[config.mk]
export PLATFORM = sky130hd
export DESIGN_NAME = adc_round_robin_channel_scanner
export DESIGN_NICKNAME = d
export VERILOG_FILES = /design/src/rtl/core/arcs_pkg.sv /design/src/rtl/core/arcs_ctrl.sv /design/src/rtl/core/arcs_dp.sv /design/src/rtl/core/adc_round_robin_channel_scanner.sv
export SDC_FILE = /design/constraint.sdc
export NUM_CORES = 1
export LEC_CHECK = 0
export BUFFER_PORTS_ARGS = -buffer_cell sky130_fd_sc_hd__buf_2
export CAP_MARGIN = 20
export CELL_PAD_IN_SITES_DETAIL_PLACEMENT = 2
export CELL_PAD_IN_SITES_GLOBAL_PLACEMENT = 2
export CORE_MARGIN = 3
export CORE_UTILIZATION = 44
export CTS_CLUSTER_DIAMETER = 80
export DETAILED_ROUTE_END_ITERATION = 16
export MAX_ROUTING_LAYER = met4
export PLACE_DENSITY_LB_ADDON = 0.1
export SETUP_SLACK_MARGIN = 0.1
export SLEW_MARGIN = 20
export SYNTH_ARGS = -nofsm -noshare
export SYNTH_HDL_FRONTEND = slang
export SYNTH_HIERARCHICAL = 1
export SYNTH_SLANG_ARGS = --single-unit
[constraint.sdc]
create_clock -name clk -period 6.5 [get_ports clk]
set_input_delay 0.325 -clock clk [delete_from_list [all_inputs] [get_ports clk]]
set_output_delay 0.325 -clock clk [all_outputs]
set_load 0.01 [all_outputs]
[src/rtl/core/arcs_pkg.sv]
// arcs_pkg: shared types and codes for the adc round-robin channel scanner
// holds event kind codes, controller state type and the command/status structs
// no dependencies
package arcs_pkg;

    localparam int KIND_W = 2;

    localparam logic [KIND_W-1:0] KIND_REGISTER   = 2'd0;
    localparam logic [KIND_W-1:0] KIND_UNREGISTER = 2'd1;
    localparam logic [KIND_W-1:0] KIND_DONE       = 2'd2;

    typedef enum logic [1:0] {
        ST_IDLE,
        ST_EXEC,
        ST_REBUILD,
        ST_EMIT
    } state_t;

    typedef struct packed {
        logic capture;
        logic exec;
        logic rebuild_step;
        logic emit;
    } arcs_cmd_t;

    typedef struct packed {
        logic unreg_hit;
        logic slot_last;
        logic out_busy;
    } arcs_status_t;

endpackage

[src/rtl/core/arcs_ctrl.sv]
// arcs_ctrl: sequencing state machine of the channel scanner
// steps each word through execute, list rebuild (after an unregister that hits) and result load
// depends on arcs_pkg
module arcs_ctrl (
    input  logic                  clk,
    input  logic                  rst_n,
    input  logic                  in_valid,
    output logic                  in_ready,
    input  logic                  out_ready,
    input  arcs_pkg::arcs_status_t stat,
    output arcs_pkg::arcs_cmd_t    cmd
);
    import arcs_pkg::*;

    state_t state_reg;
    state_t state_next;
    logic   out_free;

    assign out_free = !stat.out_busy || out_ready;

    always_ff @(posedge clk or negedge rst_n)
    begin
        if (!rst_n)
        begin
            state_reg <= ST_IDLE;
        end
        else
        begin
            state_reg <= state_next;
        end
    end

    always_comb
    begin
        state_next       = state_reg;
        in_ready         = 1'b0;
        cmd.capture      = 1'b0;
        cmd.exec         = 1'b0;
        cmd.rebuild_step = 1'b0;
        cmd.emit         = 1'b0;
        unique case (state_reg)
            ST_IDLE:
            begin
                in_ready = 1'b1;
                if (in_valid)
                begin
                    cmd.capture = 1'b1;
                    state_next  = ST_EXEC;
                end
            end
            ST_EXEC:
            begin
                cmd.exec = 1'b1;
                if (stat.unreg_hit)
                begin
                    state_next = ST_REBUILD;
                end
                else
                begin
                    state_next = ST_EMIT;
                end
            end
            ST_REBUILD:
            begin
                cmd.rebuild_step = 1'b1;
                if (stat.slot_last)
                begin
                    state_next = ST_EMIT;
                end
            end
            ST_EMIT:
            begin
                if (out_free)
                begin
                    cmd.emit   = 1'b1;
                    state_next = ST_IDLE;
                end
            end
            default:
            begin
                state_next = ST_IDLE;
            end
        endcase
    end

endmodule

[src/rtl/core/arcs_dp.sv]
// arcs_dp: datapath of the channel scanner
// holds enable mask, scan list memory, count, position and the output word
// depends on arcs_pkg, driven by arcs_ctrl
module arcs_dp #(
    parameter int NUM_CHANNELS = 8,
    parameter int SAMPLE_BITS  = 10
) (
    input  logic                             clk,
    input  logic                             rst_n,
    input  arcs_pkg::arcs_cmd_t              cmd,
    output arcs_pkg::arcs_status_t           stat,
    input  logic [arcs_pkg::KIND_W-1:0]      kind,
    input  logic [$clog2(NUM_CHANNELS)-1:0]  channel,
    input  logic [SAMPLE_BITS-1:0]           sample,
    output logic                             out_valid,
    input  logic                             out_ready,
    output logic                             sample_valid,
    output logic [$clog2(NUM_CHANNELS)-1:0]  sample_channel,
    output logic [SAMPLE_BITS-1:0]           sample_value,
    output logic                             start_conversion,
    output logic [$clog2(NUM_CHANNELS)-1:0]  convert_channel,
    output logic                             event_taken,
    output logic [$clog2(NUM_CHANNELS+1)-1:0] active_count
);
    import arcs_pkg::*;

    localparam int CH_W   = $clog2(NUM_CHANNELS);
    localparam int CNT_W  = $clog2(NUM_CHANNELS + 1);
    localparam int MASK_W = 1 << CH_W;

    // control state
    logic [MASK_W-1:0] mask_reg;
    logic [CNT_W-1:0]  total_reg;
    logic [CH_W-1:0]   pos_reg;
    logic [CH_W-1:0]   slot_reg;
    logic              out_valid_reg;

    // captured word and staged result
    logic [KIND_W-1:0]      kind_reg;
    logic [CH_W-1:0]        chan_reg;
    logic [SAMPLE_BITS-1:0] smp_reg;
    logic [CH_W-1:0]        cur_reg;
    logic [CH_W-1:0]        rd_data_reg;
    logic                   res_sval_reg;
    logic [CH_W-1:0]        res_schan_reg;
    logic [SAMPLE_BITS-1:0] res_svalue_reg;
    logic                   res_start_reg;
    logic                   res_conv_sel_reg;
    logic [CH_W-1:0]        res_conv_reg;
    logic                   res_taken_reg;

    // output word
    logic                   sval_reg;
    logic [CH_W-1:0]        schan_reg;
    logic [SAMPLE_BITS-1:0] svalue_reg;
    logic                   start_reg;
    logic [CH_W-1:0]        conv_reg;
    logic                   taken_reg;
    logic [CNT_W-1:0]       count_reg;

    logic [CH_W-1:0] scan_list [NUM_CHANNELS];

    logic              ch_ok;
    logic              ch_on;
    logic              list_full;
    logic              reg_ok;
    logic              unreg_ok;
    logic              done_ok;
    logic [CNT_W-1:0]  pos_inc;
    logic [CH_W-1:0]   next_pos;
    logic [CH_W-1:0]   total_idx;
    logic              wr_en;
    logic [CH_W-1:0]   wr_data;

    assign ch_ok     = CNT_W'(chan_reg) < CNT_W'(NUM_CHANNELS);
    assign ch_on     = mask_reg[chan_reg];
    assign list_full = total_reg == CNT_W'(NUM_CHANNELS);
    assign reg_ok    = (kind_reg == KIND_REGISTER) && ch_ok && !ch_on && !list_full;
    assign unreg_ok  = (kind_reg == KIND_UNREGISTER) && ch_ok && ch_on;
    assign done_ok   = (kind_reg == KIND_DONE) && (total_reg != '0);
    assign pos_inc   = CNT_W'(pos_reg) + CNT_W'(1);
    assign next_pos  = (pos_inc >= total_reg) ? '0 : pos_inc[CH_W-1:0];
    assign total_idx = total_reg[CH_W-1:0];

    assign wr_en   = (cmd.exec && reg_ok) || (cmd.rebuild_step && mask_reg[slot_reg]);
    assign wr_data = cmd.exec ? chan_reg : slot_reg;

    assign stat.unreg_hit = unreg_ok;
    assign stat.slot_last = slot_reg == CH_W'(NUM_CHANNELS - 1);
    assign stat.out_busy  = out_valid_reg;

    // scan list memory
    always_ff @(posedge clk)
    begin
        if (wr_en)
        begin
            scan_list[total_idx] <= wr_data;
        end
        if (cmd.exec)
        begin
            rd_data_reg <= scan_list[next_pos];
        end
    end

    always_ff @(posedge clk or negedge rst_n)
    begin
        if (!rst_n)
        begin
            mask_reg      <= '0;
            total_reg     <= '0;
            pos_reg       <= '0;
            slot_reg      <= '0;
            out_valid_reg <= 1'b0;
        end
        else
        begin
            if (cmd.exec)
            begin
                case (kind_reg)
                    KIND_REGISTER:
                    begin
                        if (reg_ok)
                        begin
                            mask_reg  <= mask_reg | (MASK_W'(1) << chan_reg);
                            total_reg <= total_reg + CNT_W'(1);
                            if (total_reg == '0)
                            begin
                                pos_reg <= '0;
                            end
                        end
                    end
                    KIND_UNREGISTER:
                    begin
                        if (unreg_ok)
                        begin
                            mask_reg  <= mask_reg & ~(MASK_W'(1) << chan_reg);
                            total_reg <= '0;
                            pos_reg   <= '0;
                            slot_reg  <= '0;
                        end
                    end
                    KIND_DONE:
                    begin
                        if (done_ok)
                        begin
                            pos_reg <= next_pos;
                        end
                    end
                    default:
                    begin
                    end
                endcase
            end
            if (cmd.rebuild_step)
            begin
                slot_reg <= slot_reg + CH_W'(1);
                if (mask_reg[slot_reg])
                begin
                    total_reg <= total_reg + CNT_W'(1);
                end
            end
            if (cmd.emit)
            begin
                out_valid_reg <= 1'b1;
            end
            else if (out_ready)
            begin
                out_valid_reg <= 1'b0;
            end
        end
    end

    always_ff @(posedge clk)
    begin
        if (cmd.capture)
        begin
            kind_reg <= kind;
            chan_reg <= channel;
            smp_reg  <= sample;
        end
        if (cmd.exec)
        begin
            res_sval_reg     <= 1'b0;
            res_schan_reg    <= '0;
            res_svalue_reg   <= '0;
            res_start_reg    <= 1'b0;
            res_conv_sel_reg <= 1'b0;
            res_conv_reg     <= '0;
            res_taken_reg    <= 1'b0;
            case (kind_reg)
                KIND_REGISTER:
                begin
                    if (reg_ok)
                    begin
                        res_taken_reg <= 1'b1;
                        if (total_reg == '0)
                        begin
                            res_start_reg <= 1'b1;
                            res_conv_reg  <= chan_reg;
                            cur_reg       <= chan_reg;
                        end
                    end
                end
                KIND_UNREGISTER:
                begin
                    if (unreg_ok)
                    begin
                        res_taken_reg <= 1'b1;
                    end
                end
                KIND_DONE:
                begin
                    if (done_ok)
                    begin
                        res_sval_reg     <= 1'b1;
                        res_schan_reg    <= cur_reg;
                        res_svalue_reg   <= smp_reg;
                        res_start_reg    <= 1'b1;
                        res_conv_sel_reg <= 1'b1;
                    end
                end
                default:
                begin
                end
            endcase
        end
        // first enabled slot becomes the list head
        if (cmd.rebuild_step && mask_reg[slot_reg] && (total_reg == '0))
        begin
            res_start_reg <= 1'b1;
            res_conv_reg  <= slot_reg;
            cur_reg       <= slot_reg;
        end
        if (cmd.emit)
        begin
            sval_reg   <= res_sval_reg;
            schan_reg  <= res_schan_reg;
            svalue_reg <= res_svalue_reg;
            start_reg  <= res_start_reg;
            conv_reg   <= res_conv_sel_reg ? rd_data_reg : res_conv_reg;
            taken_reg  <= res_taken_reg;
            count_reg  <= total_reg;
            if (res_conv_sel_reg)
            begin
                cur_reg <= rd_data_reg;
            end
        end
    end

    assign out_valid        = out_valid_reg;
    assign sample_valid     = sval_reg;
    assign sample_channel   = schan_reg;
    assign sample_value     = svalue_reg;
    assign start_conversion = start_reg;
    assign convert_channel  = conv_reg;
    assign event_taken      = taken_reg;
    assign active_count     = count_reg;

    a_count_bound: assert property (@(posedge clk) disable iff (!rst_n)
        total_reg <= CNT_W'(NUM_CHANNELS))
        else $error("scan count above channel count");

    a_count_matches_mask: assert property (@(posedge clk) disable iff (!rst_n)
        cmd.emit |-> ($countones(mask_reg) == int'(total_reg)))
        else $error("scan count out of step with enable mask");

    a_emit_loads: assert property (@(posedge clk) disable iff (!rst_n)
        cmd.emit |=> out_valid_reg)
        else $error("result load lost");

    a_sample_restarts: assert property (@(posedge clk) disable iff (!rst_n)
        (out_valid_reg && sval_reg) |-> start_reg)
        else $error("sample delivered without next conversion");

endmodule

[src/rtl/core/adc_round_robin_channel_scanner.sv]
// sequence: a word is accepted in idle, executed, then loaded into the output register
//   in the emit state once that register is free; an unregister that changes the set
//   first rebuilds the scan list, walking one channel slot per cycle through all slots;
//   a new word is accepted only after the previous one has been loaded
// reset: mask, count, position and output valid clear, scan list is not cleared
// top level: arcs_ctrl sequencer and arcs_dp datapath, depends on arcs_pkg
module adc_round_robin_channel_scanner #(
    parameter int NUM_CHANNELS = 8,
    parameter int SAMPLE_BITS  = 10
) (
    input  logic                              clk,
    input  logic                              rst_n,
    input  logic                              in_valid,
    output logic                              in_ready,
    input  logic [arcs_pkg::KIND_W-1:0]       kind,
    input  logic [$clog2(NUM_CHANNELS)-1:0]   channel,
    input  logic [SAMPLE_BITS-1:0]            sample,
    output logic                              out_valid,
    input  logic                              out_ready,
    output logic                              sample_valid,
    output logic [$clog2(NUM_CHANNELS)-1:0]   sample_channel,
    output logic [SAMPLE_BITS-1:0]            sample_value,
    output logic                              start_conversion,
    output logic [$clog2(NUM_CHANNELS)-1:0]   convert_channel,
    output logic                              event_taken,
    output logic [$clog2(NUM_CHANNELS+1)-1:0] active_count
);
    import arcs_pkg::*;

    arcs_cmd_t    cmd;
    arcs_status_t stat;

    arcs_ctrl u_ctrl (
        .clk       (clk),
        .rst_n     (rst_n),
        .in_valid  (in_valid),
        .in_ready  (in_ready),
        .out_ready (out_ready),
        .stat      (stat),
        .cmd       (cmd)
    );

    arcs_dp #(
        .NUM_CHANNELS (NUM_CHANNELS),
        .SAMPLE_BITS  (SAMPLE_BITS)
    ) u_dp (
        .clk              (clk),
        .rst_n            (rst_n),
        .cmd              (cmd),
        .stat             (stat),
        .kind             (kind),
        .channel          (channel),
        .sample           (sample),
        .out_valid        (out_valid),
        .out_ready        (out_ready),
        .sample_valid     (sample_valid),
        .sample_channel   (sample_channel),
        .sample_value     (sample_value),
        .start_conversion (start_conversion),
        .convert_channel  (convert_channel),
        .event_taken      (event_taken),
        .active_count     (active_count)
    );

endmodule
-- Word-level counts from Yosys, hierarchy flattened
Memory sizes are Yosys's and may differ from the RTL's. A register that Yosys moved wholly into a read port is not among the register bits.
Cells that the tools add are included.
- memories: 1
- register bits after elaboration: 81
- ROM bits: 0
- RAM bits: 24
- logic and storage cells: 135
- bits in latches: 0
- memory list (memory ; depth ; width ; rd ports ; clocked after memory_dff ; write ports ; RTL line ; source):
    u_dp.scan_list ; 8 ; 3 ; 1 ; 1 ; 1 ; arcs_dp.sv:61 ; logic [CH_W-1:0] scan_list [NUM_CHANNELS];
- shifts and indexed selects: 1
- magnitude comparators: 3
- divide/modulo/power cells: 0
- reductions and logical operators: 28
- multiply operators: 0
- multiplexer cells: 59
- bitwise logic cells: 3
- equal/unequal tests: 14
- add/sub/neg operators: 3
- operators with widths (cell ; count):
    3-bit two-way mux ; 22
    4-bit two-way mux ; 5
    1-bit two-way mux ; 19
    8-bit two-way mux ; 2
    8-bit one-hot mux with 2 select lines ; 1
    2-bit nonzero test ; 6
    3-bit one-hot mux with 3 select lines ; 1
    8-bit bitwise AND ; 1
    3-bit by 4-bit less-than comparator with 1-bit output, second input constant ; 2
    2-bit by 1-bit inequality test with 1-bit output, second input constant ; 4
    8-bit inverter ; 1
    8-bit bitwise OR ; 1
    2-bit one-hot mux with 4 select lines ; 1
    4-bit one-hot mux with 2 select lines ; 1
    1-bit by 3-bit left shift with 8-bit output, first input constant ; 1
    1-bit logical AND ; 7
    1-bit binary-select mux with 3-bit select ; 2
    2-bit == test, second input constant ; 3
    2-bit two-way mux ; 3
    2-bit inequality test, second input constant ; 3
    3-bit AND reduction ; 2
    6-bit AND reduction ; 1
    3-bit by 1-bit adder with 4-bit output, second input constant ; 1
    4-bit by 1-bit adder with 4-bit output, second input constant ; 1
    other kinds (14) ; 20

-- Longest topological paths before layout
- depth in word-level cells: 11
- mapped depth: 9

-- Hierarchy
Netlist, hierarchy kept.
- by module, submodules not included (module ; instances ; cells an instance ; area an instance (µm²)):
    arcs_dp ; 1 ; 335 ; 4546.9
    arcs_ctrl ; 1 ; 19 ; 196.4

-- Worst setup path before layout
No wires, ideal clock.
- kind: register -> register
- start: register u_ctrl.state_reg[1]
- end: memory u_dp/scan_list[3][0] (netlist name), enable pin
- cell stages (with the launch flop): 10
- required time: 6155 ps
- setup time: 345 ps
- path slack: 3448 ps
- arrival time: 2707 ps
- cell sequence: dfrtp_1 inv_1 ha_1 clkbuf_1 nand2b_1 a211o_1 o21a_1 buf_6 or2_2 nor3_1
- RTL lines (what ; RTL line ; source):
    from (decl) ; arcs_ctrl.sv:15 ; state_t state_reg;
    from (signal assigned) ; arcs_ctrl.sv:29 ; state_reg <= state_next;
    to (decl) ; arcs_dp.sv:61 ;

-- Worst setup path after layout
- start: register u_dp.pos_reg[0]
- end: register u_dp.rd_data_reg[0], read port of u_dp.scan_list, data pin
- cells in the longest elaborated chain, start to end: 3
- RTL lines (what ; RTL line ; source):
    from (decl) ; arcs_dp.sv:34 ; logic [CH_W-1:0] pos_reg;
    from (signal assigned) ; arcs_dp.sv:146 ; pos_reg <= next_pos;
    3-bit by 1-bit adder with 4-bit output (*) ; arcs_dp.sv:81 ; assign pos_inc = CNT_W'(pos_reg) + CNT_W'(1);
    4-bit >= comparator ; arcs_dp.sv:82 ; assign next_pos = (pos_inc >= total_reg) ? '0 : pos_inc[CH_W-1:0];
    3-bit two-way mux (*) ; arcs_dp.sv:82 ;
    to (decl) ; arcs_dp.sv:43 ; logic [CH_W-1:0] rd_data_reg;
Mark *: on every way between the ends. The rest lies on a longest branch, timed or not.
A chain may end at the register's enable or synchronous reset.

==> impl_metrics.json <==
{
  "final_antenna_net_count": 0,
  "dp_slack_ns": 3.06,
  "seq_power_share_pct": 50.0,
  "fin_worst_skew_ns": 0.0100,
  "syn-num-nets": 386,
  "grt_max_degree": 28,
  "whs_ns": 0.129,
  "synth-edff-count": 83,
  "die_y_microns": 110,
  "max_cap_viol_count": 0,
  "ioPinCount": 44,
  "finalHoldViolations": 0,
  "row_count": 37,
  "dr.pass1.iters": 4,
  "crit_required_ns": 6.60,
  "initial_core_util_pct": 45.5,
  "ys_top_cells_by_count": "edfxtp_1 (83), nand2_1 (40), nor2_1 (23)",
  "cpPeakStageDelay_ns": 0.71,
  "antenna_found_initial": 0,
  "postSynth.asyncResetShare_pct": 19.4,
  "diodes": 0,
  "dpl_cell_area_sq_um": 5090,
  "regMostFlops": "u_dp/scan_list",
  "core-area_sq_um": 10400,
  "crit_slowest_cell": "dfrtp_1",
  "p_sw_mw": 0.877,
  "grt_first_pass_wirelength_microns": 18900,
  "route.detailed.drc": 0,
  "period_needed_ns": 3.42,
  "slew_headroom_pct": 33.8,
  "clkLatencyLatePin_ns": 0.36,
  "p_per_area_nw_per_um2": 448,
  "syn_avg_cell_area_sq_um": 13.4,
  "routed-via-count": 2983,
  "clkPwrFrac_pct": 16.6,
  "drt_iter0_markers": 200,
  "die_w_microns": 110,
  "routed_via_density": 5.50,
  "rsz0062_at_grt": "no",
  "grt_pass1_vias": 3173,
  "netlist_instances": 354,
  "wirelength_microns": 12200,
  "synth-seq-cells": 108,
  "path_max_fanout": 18,
  "drive_gt1_share_pct": 23.4,
  "fmax_ghz": 0.292,
  "syn_area_sq_um": 4740,
  "crit_type": "reg -> reg",
  "synth.most_common_cell": "edfxtp_1",
  "setup_viol": 0,
  "numClockSinks": 108,
  "tightest_slew_ns": 0.989,
  "cts_post_setup_buffers_inserted": 0,
  "wire_per_inst_microns": 22.6,
  "comb_power_share_pct": 33.4,
  "synth_top_area_share_pct": 52.5,
  "dpl.hpwl_microns": 9150,
  "cts_tree": "built",
  "gp_congestion": 0.820,
  "p_leak_nw": 2.04,
  "cts-buffers-inserted": 9,
  "portBuffers": 43,
  "tns_ns": 0,
  "clk_pin_slew_ns": 0.11,
  "synthDistinctLibCells": 56,
  "crit_chain": "ha_1, xnor2_1, buf_4, clkinv_1, ha_1, o21ai_0, o21bai_1, mux2_2, a21oi_1, a31oi_1",
  "reg2reg_slack_ns": 3.08,
  "yosysTopAreaCell": "edfxtp_1",
  "largest_register_ffs": 24,
  "crit_top_cell": "ha_1",
  "critPathCaptureType": "register",
  "switching_share_pct": 37.0,
  "synth_seq_area_share_pct": 65.3,
  "track_usage_pct": 22.3,
  "htreeDepth": 3,
  "drv_slew": 0,
  "syn_to_final_growth_pct": 11.5,
  "ir_drop_v": 0.000260,
  "hp-class": "in -> reg",
  "cp-start-kind": "register",
  "nNetsFinal": 433,
  "period_share_pct": 52.7,
  "ys_warn_count": 6,
  "synthTopCellsByArea": "edfxtp_1 (53%), dfrtp_1 (11%), mux2_2 (3.8%)",
  "ctsLongestPathBuffers": 2,
  "status": "finished, final reports clean",
  "fin_ws_ns": 3.08,
  "grt_overflow": 0,
  "p_int_mw": 1.49,
  "cts_root_buf": "clkbuf_8",
  "stdcell_area_sq_um": 5290,
  "final.fill_count": 1031,
  "synth_ff_type": "edfxtp_1",
  "arrival_ns": 3.53,
  "dieArea_sq_um": 12100
}
-- metal layers --
metal,GRT usage [%],wire length [microns]
met3,3.17,427
met1,29.0,5440
met4,5.25,93
met5,-,0
met2,37.3,6290
-- worst paths after layout --
check | cells past startpoint | start | endpoint
min in group asynchronous | 2 | rst_n | asynchronous set/reset pin
worst max register to register | 10 | u_dp/pos_reg[0] | u_dp/rd_data_reg[0]
worst min register to register | 0 | u_dp/res_schan_reg[2] | u_dp/sample_channel[2]
worst min-delay path | 1 | sample[5] | u_dp/smp_reg[5]
worst max-delay path | 10 | u_dp/pos_reg[0] | u_dp/rd_data_reg[0]
max in group asynchronous | 2 | rst_n | u_dp/pos_reg[0]
-- cell type report --
| type | instances | area, sq um | share of cell area [%] |
|---|---|---|---|
| sequential | 108 | 3100 | 58.6 |
| multi-input combinational | 218 | 1520 | 28.8 |
| timing repair buffer | 47 | 248 | 4.69 |
| tap | 136 | 170 | 3.22 |
| clock buffer | 10 | 128 | 2.41 |
| inverter | 17 | 63.8 | 1.21 |
| clock inverter | 6 | 56.3 | 1.06 |
-- logic make-up (layout without fill, tap and decap cells) --
logic type	Yosys count	count (layout)	synth area share (%)
and+or+nand+nor	114	114	11.6
buffers and inverters	28	80	2.64
adders and majority gates	13	13	3.43
AOI/OAI and AO/OA	62	62	9.55
muxes	28	28	7.31
DFF	108	108	65.3
xor gates and xnor gates	1	1	0.185
-- power groups by stage --
stage | clock network, mW | logic (mW) | registers, mW
floorplan | 0 | 0.542 | 1.15
global placement | 0 | 0.743 | 1.18
detailed placement | 0 | 0.799 | 1.20
CTS | 0.404 | 0.804 | 1.19
global route | 0.429 | 0.886 | 1.21
finish | 0.392 | 0.793 | 1.19
-- per-stage QoR --
step                      cells  total power [mW]  utilization, %
after CTS                   542              2.40            50.8
after global placement      525              1.93            48.9
final                       542              2.37            50.8
after floorplan             354              1.70               -
after global routing        542              2.53            50.8
after detailed placement    525              2.00            48.9
-- placed cells by master (no fill, tap or decap), types with 3 or more instances in the layout --
master | netlist | layout
or3_1 | 3 | 3
a21oi_1 | 11 | 11
a31oi_1 | 4 | 4
mux2_2 | 16 | 16
clkbuf_8 | 0 | 9
o22ai_1 | 3 | 3
nor3_1 | 6 | 6
nor2b_1 | 5 | 5
ha_1 | 13 | 13
o21bai_1 | 3 | 3
buf_2 | 1 | 43
edfxtp_1 | 83 | 83
o21ai_0 | 12 | 12
nand2b_1 | 6 | 6
mux2_4 | 4 | 4
and3_1 | 4 | 4
a311o_1 | 3 | 3
mux2i_1 | 5 | 5
dfxtp_1 | 4 | 4
nand3_1 | 4 | 4
and2_1 | 14 | 14
nand2_1 | 40 | 40
inv_1 | 16 | 16
buf_4 | 3 | 3
o31ai_1 | 6 | 6
nor2_1 | 23 | 23
dfrtp_1 | 21 | 21
-- critical path, delay by kind of cell, from the launching register on --
family | cells | cell delay, ns
xor gates and xnor gates | 1 | 0.12
adders and majority gates | 2 | 0.63
AOI/OAI and AO/OA | 4 | 0.82
DFF | 1 | 0.71
buffers and inverters | 2 | 0.48
muxes | 1 | 0.41
-- repair_timing --
| action | in CTS | in global routing |
|---|---|---|
| resized for setup | 0 | 0 |
| hold buffers | 1 | 0 |
| hold endpoints to repair | 21 | 0 |
Note: power is estimated with default switching activity, not from simulation.
